### config.mk
export PLATFORM = sky130hd
export DESIGN_NAME = failure_recovery_debouncer
export DESIGN_NICKNAME = d
export VERILOG_FILES = /design/src/rtl/frd_pkg.sv /design/src/rtl/failure_recovery_debouncer.sv /design/src/rtl/frd_step.sv
export SDC_FILE = /design/constraint.sdc
export NUM_CORES = 1
export LEC_CHECK = 0
export BUFFER_PORTS_ARGS = -buffer_cell sky130_fd_sc_hd__clkbuf_2
export CORE_ASPECT_RATIO = 0.7
export CORE_MARGIN = 3
export CORE_UTILIZATION = 40
export CTS_BUF_LIST = sky130_fd_sc_hd__clkbuf_2
export CTS_CLUSTER_SIZE = 20
export DETAILED_ROUTE_END_ITERATION = 10
export PLACE_DENSITY = 0.58
export SYNTH_ARGS = -nofsm -noshare
export SYNTH_HDL_FRONTEND = slang
export SYNTH_SLANG_ARGS = --single-unit
export TNS_END_PERCENT = 10
### constraint.sdc
create_clock -name clk -period 5.5 [get_ports clk]
set_input_delay 0.825 -clock clk [delete_from_list [all_inputs] [get_ports clk]]
set_output_delay 0.825 -clock clk [all_outputs]
set_load 0.02 [all_outputs]
### src/rtl/frd_pkg.sv
// Shared types and constants for the failure recovery debouncer.
package frd_pkg;

  localparam int unsigned RunW   = 16;
  localparam int unsigned CountW = 32;
  localparam int unsigned TimeW  = 32;
  localparam int unsigned CfgIdxW = 8;

  localparam logic [RunW-1:0]   RunMax   = {RunW{1'b1}};
  localparam logic [CountW-1:0] CountMax = {CountW{1'b1}};
  localparam logic [RunW-1:0]   ThreshReset = RunW'(3);

  // Configuration register indexes.
  localparam logic [CfgIdxW-1:0] CfgFailThresh = CfgIdxW'(0);
  localparam logic [CfgIdxW-1:0] CfgRecvThresh = CfgIdxW'(1);

  typedef enum logic [1:0] {
    PH_HEALTHY   = 2'd0,
    PH_SUSPECTED = 2'd1,
    PH_OPEN      = 2'd2,
    PH_RECOVERED = 2'd3
  } phase_t;

  typedef enum logic [1:0] {
    EV_NONE      = 2'd0,
    EV_OPENED    = 2'd1,
    EV_RECOVERED = 2'd2
  } event_t;

  typedef enum logic [1:0] {
    ST_OK       = 2'd0,
    ST_NEGATIVE = 2'd1,
    ST_ORDER    = 2'd2
  } status_t;

  // Debouncer state. Accepted timestamps are never negative, so the sign bit
  // is not stored.
  typedef struct packed {
    phase_t             phase;
    logic [RunW-1:0]    bad_run;
    logic [RunW-1:0]    good_run;
    logic [CountW-1:0]  generation;
    logic [TimeW-2:0]   last_time;
    logic               seen_any;
  } frd_state_t;

  typedef struct packed {
    logic [CountW-1:0] incident_count;
    phase_t            phase_now;
    event_t            event_code;
    status_t           status;
  } frd_result_t;

endpackage

### src/rtl/failure_recovery_debouncer.sv
// Top level of the failure recovery debouncer: stream ports, state and result register.
// A result appears on the master side in the cycle after its observation is taken.
// Throughput: one observation per cycle while m_tready keeps up; the single pass of
// next-state logic in frd_step between the state and result registers sets that figure.
// Reset (rst, synchronous, active high): phase healthy, runs, incident count and last
// timestamp cleared, both thresholds back to 3, no result pending.
module failure_recovery_debouncer (
  input  logic        clk,
  input  logic        rst,
  // Observations. s_tdata fields from bit 0: health_bad[0], timestamp[32:1], zero fill.
  input  logic        s_tvalid,
  output logic        s_tready,
  input  logic [39:0] s_tdata,
  // Results. m_tdata fields from bit 0: status[1:0], event_code[3:2],
  // phase_now[5:4], incident_count[37:6], zero fill.
  output logic        m_tvalid,
  input  logic        m_tready,
  output logic [39:0] m_tdata,
  // Configuration writes: index 0 is the bad-run threshold that opens an incident,
  // index 1 the good-run threshold that declares recovery.
  input  logic                             cfg_valid,
  output logic                             cfg_ready,
  input  logic [frd_pkg::CfgIdxW-1:0]      cfg_index,
  input  logic [frd_pkg::RunW-1:0]         cfg_data
);

  frd_pkg::frd_state_t        state;
  frd_pkg::frd_state_t        state_next;
  frd_pkg::frd_result_t       result_next;
  frd_pkg::frd_result_t       result;
  logic [frd_pkg::RunW-1:0]   fail_limit;
  logic [frd_pkg::RunW-1:0]   recover_limit;
  logic                       s_take;

  // The result register frees up in the same cycle its transaction completes,
  // so observations stream at full rate while the downstream side keeps up.
  assign s_tready  = !m_tvalid || m_tready;
  assign s_take    = s_tvalid && s_tready;
  assign cfg_ready = 1'b1;

  frd_step u_step (
    .state         (state),
    .fail_limit    (fail_limit),
    .recover_limit (recover_limit),
    .health_bad    (s_tdata[0]),
    .timestamp     (s_tdata[frd_pkg::TimeW:1]),
    .state_next    (state_next),
    .result        (result_next)
  );

  // State, configuration and output handshake.
  always_ff @(posedge clk) begin
    if (rst) begin
      state         <= '0;
      fail_limit    <= frd_pkg::ThreshReset;
      recover_limit <= frd_pkg::ThreshReset;
      m_tvalid      <= 1'b0;
    end else begin
      if (cfg_valid) begin
        if (cfg_index == frd_pkg::CfgFailThresh) begin
          fail_limit <= cfg_data;
        end else if (cfg_index == frd_pkg::CfgRecvThresh) begin
          recover_limit <= cfg_data;
        end
      end
      if (s_take) begin
        state    <= state_next;
        m_tvalid <= 1'b1;
      end else if (m_tready) begin
        m_tvalid <= 1'b0;
      end
    end
  end

  // Result payload needs no reset; it is only looked at under m_tvalid.
  always_ff @(posedge clk) begin
    if (s_take) begin
      result <= result_next;
    end
  end

  assign m_tdata = {2'b00, result};

endmodule

### src/rtl/frd_step.sv
// Next-state and result logic for one health observation.
module frd_step (
  input  frd_pkg::frd_state_t         state,
  input  logic [frd_pkg::RunW-1:0]    fail_limit,
  input  logic [frd_pkg::RunW-1:0]    recover_limit,
  input  logic                        health_bad,
  input  logic [frd_pkg::TimeW-1:0]   timestamp,
  output frd_pkg::frd_state_t         state_next,
  output frd_pkg::frd_result_t        result
);

  logic [frd_pkg::RunW-1:0]   bad_inc;
  logic [frd_pkg::RunW-1:0]   good_inc;
  logic [frd_pkg::CountW-1:0] gen_inc;
  logic                       first_opens;
  logic                       negative;
  logic                       out_of_order;

  assign bad_inc  = (state.bad_run == frd_pkg::RunMax) ? state.bad_run
                                                       : state.bad_run + 1'b1;
  assign good_inc = (state.good_run == frd_pkg::RunMax) ? state.good_run
                                                        : state.good_run + 1'b1;
  assign gen_inc  = (state.generation == frd_pkg::CountMax) ? state.generation
                                                            : state.generation + 1'b1;
  // A run of one already meets a threshold of one (or zero).
  assign first_opens  = (fail_limit <= frd_pkg::RunW'(1));
  assign negative     = timestamp[frd_pkg::TimeW-1];
  assign out_of_order = state.seen_any &&
                        (timestamp[frd_pkg::TimeW-2:0] < state.last_time);

  always_comb begin
    state_next        = state;
    result.status     = frd_pkg::ST_OK;
    result.event_code = frd_pkg::EV_NONE;

    if (negative) begin
      result.status = frd_pkg::ST_NEGATIVE;
    end else if (out_of_order) begin
      result.status = frd_pkg::ST_ORDER;
    end else begin
      state_next.last_time = timestamp[frd_pkg::TimeW-2:0];
      state_next.seen_any  = 1'b1;
      case (state.phase)
        frd_pkg::PH_HEALTHY, frd_pkg::PH_RECOVERED: begin
          state_next.good_run = '0;
          if (health_bad) begin
            state_next.bad_run = frd_pkg::RunW'(1);
            if (first_opens) begin
              state_next.phase      = frd_pkg::PH_OPEN;
              state_next.generation = gen_inc;
              result.event_code     = frd_pkg::EV_OPENED;
            end else begin
              state_next.phase = frd_pkg::PH_SUSPECTED;
            end
          end else begin
            state_next.phase = frd_pkg::PH_HEALTHY;
          end
        end
        frd_pkg::PH_SUSPECTED: begin
          if (!health_bad) begin
            state_next.phase   = frd_pkg::PH_HEALTHY;
            state_next.bad_run = '0;
          end else begin
            state_next.bad_run = bad_inc;
            if (bad_inc >= fail_limit) begin
              state_next.phase      = frd_pkg::PH_OPEN;
              state_next.good_run   = '0;
              state_next.generation = gen_inc;
              result.event_code     = frd_pkg::EV_OPENED;
            end
          end
        end
        frd_pkg::PH_OPEN: begin
          if (health_bad) begin
            state_next.good_run = '0;
          end else begin
            state_next.good_run = good_inc;
            if (good_inc >= recover_limit) begin
              state_next.phase   = frd_pkg::PH_RECOVERED;
              state_next.bad_run = '0;
              result.event_code  = frd_pkg::EV_RECOVERED;
            end
          end
        end
        default: begin
          state_next = state;
        end
      endcase
    end

    result.phase_now      = state_next.phase;
    result.incident_count = state_next.generation;
  end

endmodule

==> results.md <==
- CP most frequent cell: nand2_1
- Relative slew margins: slightly below 30%
- DR WL/cell: roughly 16 um
- TritonCTS clock tree: done
- GR Overflow Total: 0
- Number of CTS-inserted buffers: 17
- Status: finished, final reports clean
- RSZ-0062 raised after global routing: no
- PD cells: between 200 and 250 nW/um2
- CTS max path bufs: 2
- Total track usage: 19.6%
- Cell count after placement: about 1,600
- Die H: between 100 and 150 um
- Largest net degree at the start of global routing: just under 50
- Predominant post-synthesis flop cell: dfxtp_1
- Share of layout cells above drive strength 1: a little over an eighth
- Num ports: around 110
- Post-CTS sizing: 0
- PnR worst setup slack: 613 ps
- Async SR Flop Fraction: 0%
- Routability Congestion: between 0.8 and 0.9
- Peak VDD IR: around 0.14 mV
- Synth-to-Final Area Change: 10.5%
- First-pass GRT wire length: ~42 mm
- Clk sinks: roughly 170
- Via count: 8,806
- Buffers on Ports: 101
- Commonest cells post-synth: nand2_1, dfxtp_1, a21oi_1
- WP buf/inv: 1
- Final slew viol count: 0
- Number of setup violations in the final report: 0
- Yosys Warn Count: 0
- Max layer used: met4
- Final WL: between 20 and 30 mm
- Die Span X: just under 200 um
- Count of different cell masters after synthesis: 67
- Clk_lat worst skew: about 770 ps
- Root buffer cell: clkbuf_2
- Metal3 WL: around 1.9 mm
- Htree depth: 4
- Final min period: 4890 ps
- CP startpoint kind: register
- Reg clk slew, reported paths: about 240 ps
- Final period util: about 89%
- Core outline area: about 24,000 um2
- Hold Buf Count CTS: 0
- Avg Cell Area, Syn: 8.10 um2
- Vias in the first global route: around 8,000
- Tot Pwr: approximately 2.2 mW
- Slowest-stage cell, CP: nor4_4
- Row cnt: 47
- Area share of the largest cell type after synthesis: a little over a quarter
- Met1 WL: 13.5 mm
- Placement-stage worst setup slack: 698 ps
- Crit path max-delay family: simple AND/OR/NAND/NOR gates
- Nets@finish: 1,422
- Sequential area share after synthesis: a little under two fifths
- Cell Chain, Critical Path: and4_1 -> nand3_1 -> nor4_2 -> buf_4 -> or2_2 -> or3_1 -> nand2_1 -> ha_1 -> nand2_1 -> nor3_2 -> or4b_4 -> a31oi_4 -> o21ai_4 -> nor4_4 -> nand2_4 -> o41ai_1
- Initial core utilization: between 40% and 50%
- Worst Tran Pin Value: about 1100 ps
- Post-synth EDFFs: 38
- Die ar.: 26,500 um2
- Gate Count Post-Synth: 1,214
- Max Clock Freq: 0.205 GHz
- Initial antenna violation count: 0
- Vias per cell: ~5.4
- Final ANT Viol Nets: 0
- Post-CTS Setup Repair Bufs: 0
- TNS Setup: 0 ps
- CP Max Fanout: 19
- Most common cell in the netlist: nand2_1
- FF+latch count, synth: about 170
- Routed met2 length: about 10 mm
- Final Non-Filler Cells: 1,617
- Static leakage: 4.22 nW
- Worst hold path class: primary input to register
- Count of final hold-check violations: 0
- WS Path Type: register to register
- DRT iter0 DRCs: approximately 660
- WP data required: between 6000 and 7000 ps
- CP endpoint kind: register
- Post-Syn Area: a little under 10,000 um2
- Area contributors post-synth: dfxtp_1, edfxtp_1, ha_1
- Dominant cell type by area after synthesis: dfxtp_1
- Slowest cell delay on critical path: 750 ps
- Min Hold Slack: between 200 and 300 ps
- Post-DP HPWL: between 15 and 20 mm
- DRC viols: 0
- Clock skew: around 42 ps
- First-pass DRT Iterations: 6
- Ant diodes: 0
- Max-cap violations: 0
- Arr. time, crit path: between 5000 and 6000 ps
-- path summary, 6_finish.rpt --
kind	endpoint	slack [ps]	depth (start not counted)	start
max	state[62]	610	16	state[84]
min	state[12]	280	3	s_tdata[12]
max reg2reg	state[62]	610	16	state[84]
min reg2reg	state[1]	460	2	state[1]
-- report_power, final --
group	internal, mW	switching, mW
clock	0.255	0.461
combinational	0.0739	0.149
sequential	1.30	0.0107
total	1.63	0.621
-- routing by layer --
| layer | track usage, % | vias up |
|---|---|---|
| met1 | 29.4 | 4085 |
| met3 | 5.39 | 25 |
| met4 | 4.09 | 0 |
| li1 | - | 4466 |
| met5 | 0 | - |
| met2 | 27.8 | 230 |
-- flip-flops by register name, indices dropped and copies added (netlist names) --
register,cells
recover_limit,16
m_tvalid,1
state,98
fail_limit,16
m_tdata,38
-- through the flow --
step	instance area (um2)	utilization, %
6_report	10900	45.5
3_5_place_dp	10600	44.4
2_1_floorplan	9830	-
5_1_grt	10900	45.5
3_3_place_gp	10600	44.4
4_1_cts	10900	45.5
-- cell usage in the layout (no fill, tap or decap), drive strengths merged, types with 4 or more instances in the layout --
cell type and n:
mux2i 36, nand4 22, a22o 9, or3 17, inv 85, nor2 110
o21a 7, nor2b 4, buf 17, o31ai 15, clkinv 5, a21oi 121
mux2 4, xor2 5, xnor2 12, o32ai 5, edfxtp 38, o21ai 71
clkbuf 117, nor3 23, nand2b 11, a21o 7, nand2 173, a211oi 5
and4 5, a31oi 19, dfxtp 131, nand3 52, nor4 17, and2 11
or4 5, and3 18, ha 67, o211ai 18
-- area by class of cell --
cell class	instances	area, um2
timing repair buffer	117	626
clock buffer	17	85.1
tap	318	398
sequential	169	3760
clock inverter	15	175
fill	2480	13000
inverter	81	304
multi-input combinational	900	5510
-- worst reg2reg max path, stage by stage (launching register included) --
cell     delay (ps)
dfxtp_1         500
and4_1          280
nand3_1         190
nor4_2          280
buf_4           180
or2_2           210
or3_1           150
nand2_1          60
ha_1            300
nand2_1          60
nor3_2          260
or4b_4          540
a31oi_4         220
o21ai_4         220
nor4_4          750
nand2_4         290
o41ai_1         320
-- cells by family (layout without fill, tap and decap cells) --
family / Yosys count / in the layout / share of synthesized area, %
flops: 169 / 169 / 38.3
xor+xnor: 17 / 17 / 1.51
compound gates: 298 / 298 / 18.5
other cells: 2 / 3 / 0.0764
mux: 40 / 40 / 4.12
fa+ha+maj: 67 / 67 / 8.53
simple gates: 475 / 475 / 23.2
buf+inv: 146 / 230 / 5.82
(Power assumes the default switching activity.)
